==> src/hdl/rcf_pkg.sv <==
// Shared types and constants of the RGB convolution filter.
package rcf_pkg;

	localparam int PIX_W      = 8;
	localparam int CH         = 3;
	localparam int PIXEL_W    = PIX_W * CH;
	localparam int COEF_W     = 20;
	localparam int PROD_W     = COEF_W + PIX_W + 1;
	localparam int FULL_SCALE = 255;
	localparam int CFG_W      = 13;
	localparam int IN_DATA_W  = 56;
	localparam int IN_USER_W  = 2;
	localparam int OUT_DATA_W = 24;

	// Operation codes carried in the input tuser.
	localparam logic [1:0] OP_LOAD  = 2'd0;
	localparam logic [1:0] OP_PIXEL = 2'd1;
	localparam logic [1:0] OP_FLUSH = 2'd2;

	// Register indexes of the configuration port.
	localparam logic [1:0] REG_HEIGHT = 2'd0;
	localparam logic [1:0] REG_WIDTH  = 2'd1;
	localparam logic [1:0] REG_KERNEL = 2'd2;

	typedef struct packed {
		logic valid;
		logic last;
	} stage_ctl_t;

endpackage

==> src/hdl/rcf_merge.sv <==
// Adds the lane sums, drops the fraction, clamps and holds the output register.
module rcf_merge #(
	parameter int MAX_KERNEL = 5,
	parameter int COEF_FRAC_BITS = 10,
	localparam int LSUM_W = rcf_pkg::PROD_W + $clog2(MAX_KERNEL),
	localparam int TSUM_W = LSUM_W + $clog2(MAX_KERNEL)
) (
	input  logic                              clk,
	input  logic                              arst_n,
	input  logic                              en,
	input  rcf_pkg::stage_ctl_t               ctl,
	input  logic signed [LSUM_W-1:0]          lane_sum [MAX_KERNEL][rcf_pkg::CH],
	output logic                              out_valid,
	output logic                              out_last,
	output logic [rcf_pkg::OUT_DATA_W-1:0]    out_rgb
);
	import rcf_pkg::*;

	function automatic logic [PIX_W-1:0] clamp_px(input logic signed [TSUM_W-1:0] tot);
		logic signed [TSUM_W-1:0] sh;
		sh = tot >>> COEF_FRAC_BITS;
		if (tot <= 0) begin
			return '0;
		end else if (sh > $signed(TSUM_W'(FULL_SCALE))) begin
			return PIX_W'(FULL_SCALE);
		end else begin
			return sh[PIX_W-1:0];
		end
	endfunction

	logic [OUT_DATA_W-1:0] rgb_next;

	always_comb begin
		for (int ch = 0; ch < CH; ch++) begin
			logic signed [TSUM_W-1:0] tot;
			tot = '0;
			for (int a = 0; a < MAX_KERNEL; a++) begin
				tot = tot + TSUM_W'(lane_sum[a][ch]);
			end
			rgb_next[ch*PIX_W +: PIX_W] = clamp_px(tot);
		end
	end

	always_ff @(posedge clk or negedge arst_n) begin
		if (!arst_n) begin
			out_valid <= 1'b0;
		end else if (en) begin
			out_valid <= ctl.valid;
		end
	end

	always_ff @(posedge clk) begin
		if (en && ctl.valid) begin
			out_rgb  <= rgb_next;
			out_last <= ctl.last;
		end
	end

endmodule

==> config.mk <==
export PLATFORM = sky130hd
export DESIGN_NAME = rcf_merge
export DESIGN_NICKNAME = d
export VERILOG_FILES = /design/src/hdl/rcf_pkg.sv /design/src/hdl/rcf_merge.sv
export SDC_FILE = /design/constraint.sdc
export NUM_CORES = 1
export LEC_CHECK = 0
export BUFFER_PORTS_ARGS = -buffer_cell sky130_fd_sc_hd__buf_2
export CAP_MARGIN = 20
export CELL_PAD_IN_SITES_DETAIL_PLACEMENT = 0
export CELL_PAD_IN_SITES_GLOBAL_PLACEMENT = 1
export CORE_MARGIN = 2
export CORE_UTILIZATION = 39
export CTS_BUF_LIST = sky130_fd_sc_hd__clkbuf_2
export DETAILED_ROUTE_END_ITERATION = 7
export PLACE_DENSITY_LB_ADDON = 0.15
export SYNTH_ARGS = -nofsm -noshare
export SYNTH_HDL_FRONTEND = slang
export SYNTH_SLANG_ARGS = --single-unit
==> constraint.sdc <==
create_clock -name clk -period 1.2 [get_ports clk]
set_clock_uncertainty 0.15 [all_clocks]
set_input_delay 0.06 -clock clk [delete_from_list [all_inputs] [get_ports clk]]
set_output_delay 0.06 -clock clk [all_outputs]
set_load 0.02 [all_outputs]
# Yosys cells after proc, flatten, opt, wreduce, memory -nomap -nowiden
# Index checks and enable logic that the tools add are counted.
[totals]
ff_bits = 26
input_bits = 485
out_inout_bits = 26
elab_cells = 27
[op_classes]
n_addsub = 12
order_cmp = 6
muxes = 3
n_reduce_logical = 1
[op_table]
columns = ["op", "n"]
rows = [
  ["34-bit by 32-bit adder with 35-bit output", 3],
  ["35-bit by 32-bit adder with 35-bit output", 3],
  ["35-bit by 1-bit less-or-equal comparator with 1-bit output, second input constant", 3],
  ["33-bit by 32-bit adder with 34-bit output", 3],
  ["32-bit by 32-bit adder with 33-bit output", 3],
  ["25-bit by 9-bit greater-than comparator with 1-bit output, second input constant", 3],
  ["8-bit two-way mux", 3],
  ["1-bit logical AND", 1],
]

# Logic depth before layout (Yosys ltp)
# Gate-level depths: netlist of the first run.
[depth]
depth_word = 6
ltp_mapped = 20

# Least setup slack after synthesis of the first run
# Ideal clock, no wire load.
[synth_timing]
kind = "input to register"
from = "input port lane_sum[84] (netlist name)"
to = "register out_rgb[1] (netlist name), data pin"
arrival_time_ps = 4129
required_time_ps = 769
slack_ps = -3360
stages = 17
path_buffers = 1
cell_sequence = "inv_1 -> fa_1 -> inv_1 -> fa_1 -> inv_1 -> fa_1 -> inv_1 -> ha_1 -> clkbuf_1 -> a21oi_1 -> o211ai_1 -> a21bo_1 -> or3_1 -> a221oi_1 -> or4b_1 -> nor4_4 -> a31oi_1"
[synth_via]
elab_chain_cells = 3
word_cells_on_any_way = 4
cone_classes = "add/sub (1); order compare (2); mux (1)"
[synth_rtl]
columns = ["item", "line", "text"]
rows = [
  ["from (decl)", "rcf_merge.sv:12", "input logic signed [LSUM_W-1:0] lane_sum [MAX_KERNEL][rcf_pkg::CH],"],
  ["35-bit by 32-bit adder with 35-bit output *", "rcf_merge.sv:38", "tot = tot + TSUM_W'(lane_sum[a][ch]);"],
  ["25-bit by 9-bit greater-than comparator with 1-bit output", "rcf_merge.sv:24", "end else if (sh > $signed(TSUM_W'(FULL_SCALE))) begin"],
  ["8-bit two-way mux", "rcf_merge.sv:24", ""],
  ["to (signal assigned)", "rcf_merge.sv:54", "out_rgb <= rgb_next;"],
  ["to (decl)", "rcf_merge.sv:15", "output logic [rcf_pkg::OUT_DATA_W-1:0] out_rgb"],
]
# Mark *: on every way between the ends. The rest lies on a longest branch, timed or not.
# A chain may end at the register's enable or synchronous reset.

# Final worst setup path of the first run
[layout_timing]
from = "input port lane_sum[72] (netlist name)"
to = "register out_rgb[6] (netlist name), data pin"
# The elaborated chain is that of the path after synthesis.

==> summary.md, run 1 <==
| Metric | Value |
|---|---|
| Crit Reg-Reg Startpoint | out_valid$_DFFE_PN0P_ |
| Synth top area share | 37.3% |
| Data arrival, critical path | 4.31 ns |
| Peak VDD IR | 0.00124 V |
| Top cell type by total area after synthesis | fa_1 |
| Reg2reg path depth | 1 |
| Vias in the first global route | 16409 |
| Number of distinct library cells after synthesis | between 80 and 90 |
| Hold Path Class | in -> reg |
| Die footprint | 0.0421 mm² |
| CP Capture Type | register |
| Relative slew slack | between 60% and 70% |
| R2r setup slk | 0.26 ns |
| Setup ws final | -3.03 ns |
| CP peak stage delay | 0.55 ns |
| Slew Limit Fails | 0 |
| Hold path depth | 2 |
| Hold Path End | out_last$_DFFE_PP_ |
| Cell Pwr Density | 2140 mW/mm² |
| Crit-path cells | buf_2 > inv_1 > fa_1 > inv_2 > fa_1 > inv_1 > fa_1 > inv_1 > ha_2 > a211o_1 > a21oi_4 > a211o_1 > a21boi_2 > or3_1 > a221oi_2 > or4b_4 > nor4_4 > buf_4 > a31oi_1 |
| Synth Flop Type | edfxtp_1 |
| CTS buffer count | 3 |
| Reg clk slew, reported paths | 0.33 ns |
| Maximum capacitance violations | 0 |
| FFs w/ async S/R, synth | 3.85% |
| DPL Wire Length | 42400 µm |
| Top post-synthesis cells by area | fa_1 (37%), inv_1 (20%), ha_1 (8.3%) |
| CP Launch Type | primary input |
| Max Buffers Root-to-Sink | 2 |
| GP Congestion | 0.893 |
| Mean Syn Cell Area | 7.84 µm² |
| Vias | 15449 |
| Failing checks | setup timing |
| RSZ-0062 raised after global routing | yes |
| Sequential cell area | 776 µm² |
| Initial Utilization | around two fifths |
| Crit path kind | in -> reg |
| Leakage | around 13 nW |
| Most numerous cell in the Yosys netlist | inv_1 |
| Mapped Nets | 2899 |
| # setup viols final | 50 |
| Multi-input logic area | roughly 0.013 mm² |
| Commonest cells post-synth | inv_1 (838), fa_1 (294), ha_1 (105) |
| Fillers | 3869 |
| Hold_ws | 0.180 ns |
| Core area | 0.0398 mm² |
| Hold_sp | ctl[0] |
| Initial antenna violation count | 5 |
| DR WL/cell | 13.7 µm |
| Final Hold Violating Endpoints | 0 |
| Die width | 205 µm |
| CTS tree | yes |
| Critical Path RT | between 1 and 1.5 ns |
| Grt ovf | 0 |
| Drt drc | 0 |
| Layout cells sized above 1 | 38.9% |
| Synth warn | 0 |
| EDFF count, synth | 25 |
| Root buffer cell | clkbuf_2 |
| Later-pin clock latency in the skew report | 0.44 ns |
| Status | finished, violations left |
| Layout Nets | 3749 |
| Slew at the pin closest to its max-slew limit | 0.549 ns |
| Detail Route Antenna Nets | 0 |
| # rows | between 70 and 80 |
| Worst R2R End | out_valid$_DFFE_PN0P_ |
| Util after Layout | 58.1% |
| DR vias/cell | around 4.6 |
| Wirelength, routed | 46700 µm |
| Gr usage total | between 20 and 25% |
| Clk sinks | 26 |
| First-pass GRT wire length | 76700 µm |
| IO Port Bufs | 510 |
| First-pass iteration count of the detailed router | 6 |
| Largest net degree at the start of global routing | 26 |
| H-tree levels | 1 |
| Final Cycle Share | 353% |
| Synth Instances | 2015 |
| Final worst path period need | 4.23 ns |
| Crit Path Max Fanout | 8 |
| DIE HEIGHT | approximately 200 µm |
| Fmax | 0.236 GHz |
| Area growth, synth to finish | 46.4% |
| Yosys reg bits | 26 |
| IO Pins | 511 |
| Post-synthesis sequential area ratio | 4.91% |
| Critical-path top delay cell | fa_1 |
| Syn Std Cell Area | 0.0158 mm² |
| 1st-iter DRT viols | between 400 and 500 |
## power breakdown
group	total, mW	leakage [nW]	internal, mW	switching [mW]
combinational	47.1	12.9	23.2	23.9
sequential	1.88	0.248	1.72	0.163
clock	0.643	0.0266	0.287	0.357
## critical path, delay by kind of cell
family                   cells  cell delay [ns]
AND/OR/NAND/NOR              3             1.02
adder cells (fa/ha/maj)      4             1.73
buffers and inverters        6             0.46
AO/OA/AOI/OAI                6             1.03
## cell families after synthesis
logic type	Yosys count	synth area share [%]
adders and majority gates	399	45.6
AOI/OAI and AO/OA	367	15.7
muxes	10	0.657
buffers and inverters	874	21.2
and+or+nand+nor	293	9.50
xor gates and xnor gates	46	2.55
DFF	26	4.91
## per-stage QoR
stage                     setup slack (ns)  cell area [µm²]  cells  total power [mW]  setup TNS, ns
after floorplan                      -3.23            16100   2015              26.7         -75.91
after global placement               -3.78            21600   3353              42.9         -87.75
after detailed placement             -3.90            21600   3353              43.3         -88.40
after CTS                            -3.01            22800   3385              48.3         -71.70
after global routing                 -3.12            23100   3390              54.9         -76.05
final                                -3.03            23100   3394              49.6         -72.01
## area by class of cell
class,instances,area share (%)
Inverter,838,13.7
Clock buffer,3,0.0649
Timing Repair Buffer,881,24.3
Tap cell,525,2.84
Multi-Input combinational cell,1115,55.5
Antenna cell,5,0.0541
Sequential cell,26,3.35
Clock inverter,1,0.130
## what timing repair did
action / 4_1_cts / 5_1_grt
pin swaps: 85 / 55
gates cloned: 0 / 0
setup buffers: 24 / 5
hold buffers: 5 / 0
resized for setup: 210 / 74
setup endpoints to repair: 50 / 50
endpoints found under the hold margin: 4 / 0
## cells in the final DEF (no fill, tap or decap), types with 16 or more instances in the layout
master and instances:
a21o_1 23, a21oi_1 81, a21oi_2 19, buf_2 473, buf_4 359, buf_6 41, edfxtp_1 25, fa_1 288
ha_1 67, ha_4 29, inv_1 788, inv_2 44, nand2_1 86, nand3_1 22, nand4_1 25, nor2_1 51
o211ai_1 16, o21a_1 30, o21ai_0 46, xnor2_1 24, xor2_1 20
## per-layer routing
| metal | track usage, % | wire length (µm) |
|---|---|---|
| met2 | 42.6 | 24300 |
| met3 | 2.42 | 2110 |
| met5 | 0 | 16 |
| met4 | 4.75 | 1090 |
| met1 | 27.1 | 19200 |
## worst max path at each step
stage | slack [ns] | endpoint | startpoint | cells after the start
after floorplan | -3.23 | out_rgb[1]$_SDFFCE_PP0P_ | lane_sum[74] | 18
after global placement | -3.78 | out_rgb[12]$_SDFFCE_PP0P_ | lane_sum[33] | 19
after detailed placement | -3.90 | out_rgb[10]$_SDFFCE_PP0P_ | lane_sum[33] | 19
after CTS | -3.01 | out_rgb[7]$_SDFFCE_PP0P_ | lane_sum[65] | 19
after global routing | -3.12 | out_rgb[10]$_SDFFCE_PP0P_ | lane_sum[46] | 19
final | -3.03 | out_rgb[6]$_SDFFCE_PP0P_ | lane_sum[72] | 19
## state kept, by name, summed over array words and instances (netlist names)
signal	flops
out_rgb	24
out_valid	1
out_last	1
Note: power is estimated with default switching activity, not from simulation.
==> run 2: changes to the inputs <==
--- a/config.mk
+++ b/config.mk
@@ -14,6 +14,7 @@
 export CTS_BUF_LIST = sky130_fd_sc_hd__clkbuf_2
 export DETAILED_ROUTE_END_ITERATION = 7
 export PLACE_DENSITY_LB_ADDON = 0.15
+export REMOVE_ABC_BUFFERS = 1
 export SYNTH_ARGS = -nofsm -noshare
 export SYNTH_HDL_FRONTEND = slang
 export SYNTH_SLANG_ARGS = --single-unit
==> summary.md, run 2 (synthesis gave the netlist of run 1 again) <==
| Metric | Value |
|---|---|
| Setup ws final | -3.03 ns (about the same) |
| Met2 usage in global routing | 39.0% (was 42.6%) |
| Largest net degree at the start of global routing | 26 (unchanged) |
| Clk sinks | 26 (unchanged) |
| GP Congestion | 0.897 (was 0.893) |
| Layout Nets | 3712 (was 3749) |
| Sw Share | 49.6% (was 49.3%) |
| DPL Wire Length | 41900 µm (was 42400 µm) |
| Hold Path Class | in -> reg (unchanged) |
| Final worst path period need | 4.23 ns (about the same) |
| GR peak layer | met2 (unchanged) |
| DR WL/cell | 13.6 µm (was 13.7 µm) |
| Later-pin clock latency in the skew report | 0.40 ns (was 0.44 ns) |
| Most frequent CP cell | inv_1 |
| Hold_sp | ctl[0] (unchanged) |
| First-pass GRT wire length | 74000 µm (was 76700 µm) |
| Crit Reg-Reg Startpoint | out_valid$_DFFE_PN0P_ (unchanged) |
| Root buffer cell | clkbuf_2 (unchanged) |
| Core area | 0.0398 mm² (unchanged) |
| Hold_ws | 0.221 ns (was 0.180 ns) |
| CTS buffer count | 3 (unchanged) |
| 1st-iter DRT viols | 544 (was 448) |
| Crit Path Max Fanout | 8 (unchanged) |
| Status | finished, violations left (unchanged) |
| Fin cells | 3355 (was 3394) |
| Worst R2R End | out_valid$_DFFE_PN0P_ (unchanged) |
| Total Neg Setup Slack | -71.89 ns (was -72.01 ns) |
| Wirelength, routed | 45700 µm (was 46700 µm) |
| Critical Path RT | 1.24 ns (was 1.28 ns) |
| Max Buffers Root-to-Sink | 2 (unchanged) |
| Reg2reg path depth | 1 (unchanged) |
| First-pass iteration count of the detailed router | 7 (was 6) |
| NetSw | 23.8 mW (was 24.5 mW) |
| Slew at the pin closest to its max-slew limit | 0.429 ns (was 0.549 ns) |
| Die width | 205 µm (unchanged) |
| Top reg by flops | out_rgb (unchanged) |
| # setup viols final | 46 (was 50) |
| Reg clk slew, reported paths | 0.30 ns (was 0.33 ns) |
| Vias in the first global route | 15779 (was 16409) |
| Detail Route Antenna Nets | 0 (unchanged) |
| CP peak stage delay | 0.53 ns (was 0.55 ns) |
| Comb pwr share | 94.8% (was 94.9%) |
| Slew Limit Fails | 0 (unchanged) |
| Leakage | 13.0 nW (was 13.2 nW) |
| Failing checks | setup timing (unchanged) |
| Peak VDD IR | 0.000932 V (was 0.00124 V) |
| Gr usage total | 21.5% (was 22.4%) |
| Maximum capacitance violations | 0 (unchanged) |
| Hold Path End | out_last$_DFFE_PP_ (unchanged) |
| Initial antenna violation count | 5 (unchanged) |
| Drt drc | 0 (unchanged) |
| CP Capture Type | register (unchanged) |
| Data arrival, critical path | 4.27 ns (was 4.31 ns) |
| Cell Pwr Density | 2130 mW/mm² (was 2140 mW/mm²) |
| Area growth, synth to finish | 43.1% (was 46.4%) |
| Hold path depth | 2 (unchanged) |
| GR Layer Usage met1 | 27.8% (was 27.1%) |
| H-tree levels | 1 (unchanged) |
| CP Launch Type | primary input (unchanged) |
| IO Port Bufs | 510 (unchanged) |
| # rows | 73 (unchanged) |
| Crit-path cells | buf_2 > inv_1 > fa_1 > inv_1 > fa_1 > inv_1 > fa_1 > inv_1 > ha_4 > o211a_1 > o31ai_4 > a211o_1 > a21boi_2 > or3_1 > a221oi_2 > or4b_4 > nor4_4 > buf_6 > a31oi_1 (was buf_2 > inv_1 > fa_1 > inv_2 > fa_1 > inv_1 > fa_1 > inv_1 > ha_2 > a211o_1 > a21oi_4 > a211o_1 > a21boi_2 > or3_1 > a221oi_2 > or4b_4 > nor4_4 > buf_4 > a31oi_1) |
| DIE HEIGHT | 205 µm (unchanged) |
| Initial Utilization | 39.7% (unchanged) |
| Layout cells sized above 1 | 37.0% (was 38.9%) |
| RSZ-0062 raised after global routing | yes (unchanged) |
| R2r setup slk | 0.26 ns (about the same) |
| Final Hold Violating Endpoints | 0 (unchanged) |
| Max reg flops | 24 (unchanged) |
| CTS tree | yes (unchanged) |
| CP delay by family, top | adder cells (unchanged) |
| Die footprint | 0.0421 mm² (unchanged) |
| CP bufs+invs | 6 (unchanged) |
| DP Cell Count | 3329 (was 3353) |
| Clock power share | 1.3% (about the same) |
| Final Cycle Share | 352% (was 353%) |
| Critical-path top delay cell | fa_1 (unchanged) |
| Fmax | 0.237 GHz (was 0.236 GHz) |
| Met3 Use GR | 1.85% (was 2.42%) |
| Top flop regs | out_rgb (24), out_last (1), out_valid (1) (unchanged) |
| Vias | 15357 (was 15449) |
| Crit path kind | in -> reg (unchanged) |
| DR vias/cell | 4.58 (was 4.55) |
| Int Pwr | 24.2 mW (was 25.2 mW) |
| Commonest non-fill, non-tap cells in the layout | inv_1 (806), buf_2 (477), buf_4 (321) (was inv_1 (788), buf_2 (473), buf_4 (359)) |
| Commonest non-fill, non-tap cell in the layout | inv_1 (unchanged) |
| Sequential share of power | 4.0% (was 3.8%) |
| IO Pins | 511 (unchanged) |
| Grt ovf | 0 (unchanged) |
| Relative slew slack | 70.7% (was 63.0%) |
==> run 2: cell types whose count changed in the layout (fill, tap and decap cells not counted), moves of 5 or more <==
| cell | previous run | this run |
|---|---|---|
| a21oi_1 | 81 | 75 |
| a21oi_2 | 19 | 34 |
| a21oi_4 | 12 | 3 |
| buf_4 | 359 | 321 |
| ha_1 | 67 | 75 |
| ha_2 | 9 | 4 |
| inv_1 | 788 | 806 |
| inv_2 | 44 | 31 |
| nand3_1 | 22 | 27 |
==> run 2: per-layer routing <==
layer	share of wire, %	routed length [µm]
met1	43	19600
met2	51	23300
met5	0.059	27
met4	1.6	724
met3	4.6	2120
==> run 2: power by group through the flow <==
stage	clock [mW]	sequential (mW)	combinational (mW)
finish	0.605	1.92	45.5
global route	0.667	1.95	50.5
CTS	0.647	1.92	43.4
detailed placement	0	1.85	39.9
global placement	0	1.85	39.4
floorplan	0	2.29	22.7
==> run 2: layout make-up <==
class                           instances  area [µm²]
Clock inverter                          1        30.0
Fill cell                            3777       17200
Inverter                              838        3150
Sequential cell                        26         776
Antenna cell                            3        7.51
Multi-Input combinational cell       1115       12700
Clock buffer                            3        15.0
Timing Repair Buffer                  844        5320
Tap cell                              525         657
==> run 2: worst max-delay path by stage <==
stage / depth (start not counted) / to / from / slack, ns
final: 19 / out_rgb[5]$_SDFFCE_PP0P_ / lane_sum[68] / -3.03
after global placement: 18 / out_rgb[9]$_SDFFCE_PP0P_ / lane_sum[33] / -3.63
after CTS: 19 / out_rgb[7]$_SDFFCE_PP0P_ / lane_sum[257] / -3.01
after detailed placement: 18 / out_rgb[8]$_SDFFCE_PP0P_ / lane_sum[35] / -3.72
after global routing: 19 / out_rgb[15]$_SDFFCE_PP0P_ / lane_sum[35] / -3.12
after floorplan: 17 / out_rgb[1]$_SDFFCE_PP0P_ / lane_sum[67] / -3.34
==> run 2: timing repair <==
action,4_1_cts,5_1_grt
buffers inserted,10,4
hold buffers,5,0
resized for setup,174,96
pin swaps,87,49
endpoints found under the setup margin,50,50
hold endpoints to repair,3,0
==> run 2: through the flow <==
step / utilization [%] / power (mW) / setup WS [ns] / instance area (µm²)
floorplan: - / 25.0 / -3.34 / 15600
global placement: 53.2 / 41.2 / -3.63 / 21200
detailed placement: 53.2 / 41.7 / -3.72 / 21200
CTS: 55.5 / 46.0 / -3.01 / 22100
global route: 56.8 / 53.1 / -3.12 / 22600
finish: 56.8 / 48.0 / -3.03 / 22600
==> run 3: changes to the inputs <==
--- a/config.mk
+++ b/config.mk
@@ -9,11 +9,12 @@
 export CAP_MARGIN = 20
 export CELL_PAD_IN_SITES_DETAIL_PLACEMENT = 0
 export CELL_PAD_IN_SITES_GLOBAL_PLACEMENT = 1
+export CORE_ASPECT_RATIO = 0.7
 export CORE_MARGIN = 2
 export CORE_UTILIZATION = 39
 export CTS_BUF_LIST = sky130_fd_sc_hd__clkbuf_2
 export DETAILED_ROUTE_END_ITERATION = 7
-export PLACE_DENSITY_LB_ADDON = 0.15
+export PLACE_DENSITY = 0.95
 export REMOVE_ABC_BUFFERS = 1
 export SYNTH_ARGS = -nofsm -noshare
 export SYNTH_HDL_FRONTEND = slang
==> summary.md, run 3 (synthesis gave the netlist of run 1 again) <==
| Metric | Value |
|---|---|
| DIE HEIGHT | 172 µm (was 205 µm) |
| CP bufs+invs | 6 (unchanged) |
| Drt drc | 0 (unchanged) |
| Max Buffers Root-to-Sink | 2 (unchanged) |
| Data arrival, critical path | 4.42 ns (was 4.27 ns) |
| Most frequent CP cell | fa_1 (was inv_1) |
| GP Congestion | 1.02 (was 0.897) |
| Crit Path Max Fanout | 8 (unchanged) |
| First-pass GRT wire length | 78400 µm (was 74000 µm) |
| Die width | 245 µm (was 205 µm) |
| Top reg by flops | out_rgb (unchanged) |
| CP peak stage delay | 0.49 ns (was 0.53 ns) |
| Wirelength, routed | 50100 µm (was 45700 µm) |
| Area growth, synth to finish | 45.2% (was 43.1%) |
| Detail Route Antenna Nets | 0 (unchanged) |
| Later-pin clock latency in the skew report | 0.47 ns (was 0.40 ns) |
| Root buffer cell | clkbuf_2 (unchanged) |
| Crit path kind | in -> reg (unchanged) |
| DPL Wire Length | 44000 µm (was 41900 µm) |
| Hold Path End | out_last$_DFFE_PP_ (unchanged) |
| H-tree levels | 1 (unchanged) |
| Maximum capacitance violations | 0 (unchanged) |
| Initial Utilization | 39.7% (about the same) |
| Reg clk slew, reported paths | 0.39 ns (was 0.30 ns) |
| Layout cells sized above 1 | 38.5% (was 37.0%) |
| RSZ-0062 raised after global routing | yes (unchanged) |
| Crit-path cells | buf_6 > inv_2 > fa_1 > fa_1 > inv_1 > fa_1 > ha_2 > inv_2 > fa_2 > nor2b_2 > o31ai_2 > buf_4 > a211o_4 > o211a_1 > o211ai_1 > o221ai_2 > nor4_4 > nand4_2 > buf_6 > o21a_1 (was buf_2 > inv_1 > fa_1 > inv_1 > fa_1 > inv_1 > fa_1 > inv_1 > ha_4 > o211a_1 > o31ai_4 > a211o_1 > a21boi_2 > or3_1 > a221oi_2 > or4b_4 > nor4_4 > buf_6 > a31oi_1) |
| Commonest non-fill, non-tap cell in the layout | inv_1 (unchanged) |
| # setup viols final | 50 (was 46) |
| Slew Limit Fails | 0 (unchanged) |
| CTS buffer count | 3 (unchanged) |
| First-pass iteration count of the detailed router | 5 (was 7) |
| 1st-iter DRT viols | 925 (was 544) |
| Setup ws final | -3.06 ns (was -3.03 ns) |
| Reg2reg path depth | 2 (was 1) |
| Initial antenna violation count | 6 (was 5) |
| R2r setup slk | 0.12 ns (was 0.26 ns) |
| CTS tree | yes (unchanged) |
| Vias | 16121 (was 15357) |
| IO Port Bufs | 510 (unchanged) |
| CP delay by family, top | adder cells (unchanged) |
| Hold Path Class | in -> reg (unchanged) |
| Final worst path period need | 4.26 ns (was 4.23 ns) |
| Core area | 0.0398 mm² (about the same) |
| Hold_ws | 0.182 ns (was 0.221 ns) |
| Largest net degree at the start of global routing | 26 (unchanged) |
| Failing checks | setup timing (unchanged) |
| Die footprint | 0.0422 mm² (was 0.0421 mm²) |
| Util after Layout | 57.6% (was 56.8%) |
| Peak VDD IR | 0.00123 V (was 0.000932 V) |
| DR vias/cell | 4.77 (was 4.58) |
| Clk sinks | 26 (unchanged) |
| Top flop regs | out_rgb (24), out_last (1), out_valid (1) (unchanged) |
| Placed cell areas | 0.0212 mm² (about the same) |
| Layout Nets | 3721 (was 3712) |
| IO Pins | 511 (unchanged) |
| Critical Path RT | 1.36 ns (was 1.24 ns) |
| DR WL/cell | 14.9 µm (was 13.6 µm) |
| Fmax | 0.235 GHz (was 0.237 GHz) |
| Final Hold Violating Endpoints | 0 (unchanged) |
| Hold_sp | ctl[0] (unchanged) |
| Vias in the first global route | 16391 (was 15779) |
| Total Neg Setup Slack | -73.62 ns (was -71.89 ns) |
| Slew at the pin closest to its max-slew limit | 0.527 ns (was 0.429 ns) |
| Power, Total | 50.4 mW (was 48.0 mW) |
| Cell Pwr Density | 2200 mW/mm² (was 2130 mW/mm²) |
| CP Launch Type | primary input (unchanged) |
| Relative slew slack | 64.5% (was 70.7%) |
| Crit Reg-Reg Startpoint | out_valid$_DFFE_PN0P_ (unchanged) |
| Max reg flops | 24 (unchanged) |
| Status | finished, violations left (unchanged) |
| Commonest non-fill, non-tap cells in the layout | inv_1 (796), buf_2 (474), buf_4 (326) (was inv_1 (806), buf_2 (477), buf_4 (321)) |
| CP Capture Type | register (unchanged) |
| Hold path depth | 2 (unchanged) |
| Leakage | 13.0 nW (about the same) |
| Final Cycle Share | 355% (was 352%) |
| Post-layout instance area | 0.0229 mm² (was 0.0226 mm²) |
| Gr usage total | 22.9% (was 21.5%) |
| # rows | 61 (was 73) |
| Critical-path top delay cell | fa_1 (unchanged) |
| Grt ovf | 0 (unchanged) |
| Worst R2R End | out_valid$_DFFE_PN0P_ (unchanged) |
## run 3: cell types whose count changed in the layout (fill, tap and decap cells not counted), sizes merged
cell / delta
diode: +3
buf: +9
## run 3: power by group
group	internal, mW	switching, mW
clock	0.287	0.413
combinational	22.8	24.9
sequential	1.72	0.193
## run 3: metal layers
| layer | global-route usage (%) | vias to the layer above | wire (µm) | share of wire (%) |
|---|---|---|---|---|
| met2 | 40.0 | 586 | 24900 | 50 |
| met4 | 7.37 | 0 | 1460 | 2.9 |
| met5 | 0 | - | 0 | 0 |
| met1 | 29.8 | 7769 | 20400 | 41 |
| met3 | 2.73 | 94 | 3330 | 6.6 |
| li1 | - | 7672 | - | - |
## run 3: worst max path at each step
stage	to	depth (start not counted)	slack [ns]	startpoint
4_1_cts	out_rgb[9]$_SDFFCE_PP0P_	20	-2.92	lane_sum[33]
3_3_place_gp	out_rgb[13]$_SDFFCE_PP0P_	19	-3.80	lane_sum[33]
5_1_grt	out_rgb[12]$_SDFFCE_PP0P_	20	-3.22	lane_sum[33]
2_1_floorplan	out_rgb[1]$_SDFFCE_PP0P_	17	-3.34	lane_sum[67]
3_5_place_dp	out_rgb[9]$_SDFFCE_PP0P_	19	-3.92	lane_sum[33]
6_report	out_rgb[9]$_SDFFCE_PP0P_	20	-3.06	lane_sum[33]
## run 3: through the flow
| step | cells | setup WS, ns |
|---|---|---|
| 2_1_floorplan | 1979 | -3.34 |
| 3_3_place_gp | 3335 | -3.80 |
| 3_5_place_dp | 3335 | -3.92 |
| 4_1_cts | 3353 | -2.92 |
| 5_1_grt | 3377 | -3.22 |
| 6_report | 3377 | -3.06 |
## run 3: repair_timing
item	in CTS	in global routing
endpoints found under the hold margin	3	0
setup endpoints to repair	50	50
resized for setup	194	131
hold buffers	5	0
pin swaps	85	85
gates cloned	0	0
buffers inserted	10	18
## run 3: cell type report
| cell class | instances | area, µm² |
|---|---|---|
| sequential | 26 | 776 |
| antenna | 6 | 15.0 |
| multi-input combinational | 1115 | 12900 |
| fill | 3523 | 16900 |
| timing repair buffer | 853 | 5420 |
| clock buffer | 3 | 15.0 |
| tap | 535 | 669 |
| clock inverter | 1 | 30.0 |
| inverter | 838 | 3150 |
## run 3: worst register-to-register path: cells and delay by family, from the launching register on
| family | cells | cell delay [ns] |
|---|---|---|
| mux | 1 | 0.27 |
| flops | 1 | 0.48 |
| buf+inv | 1 | 0.14 |
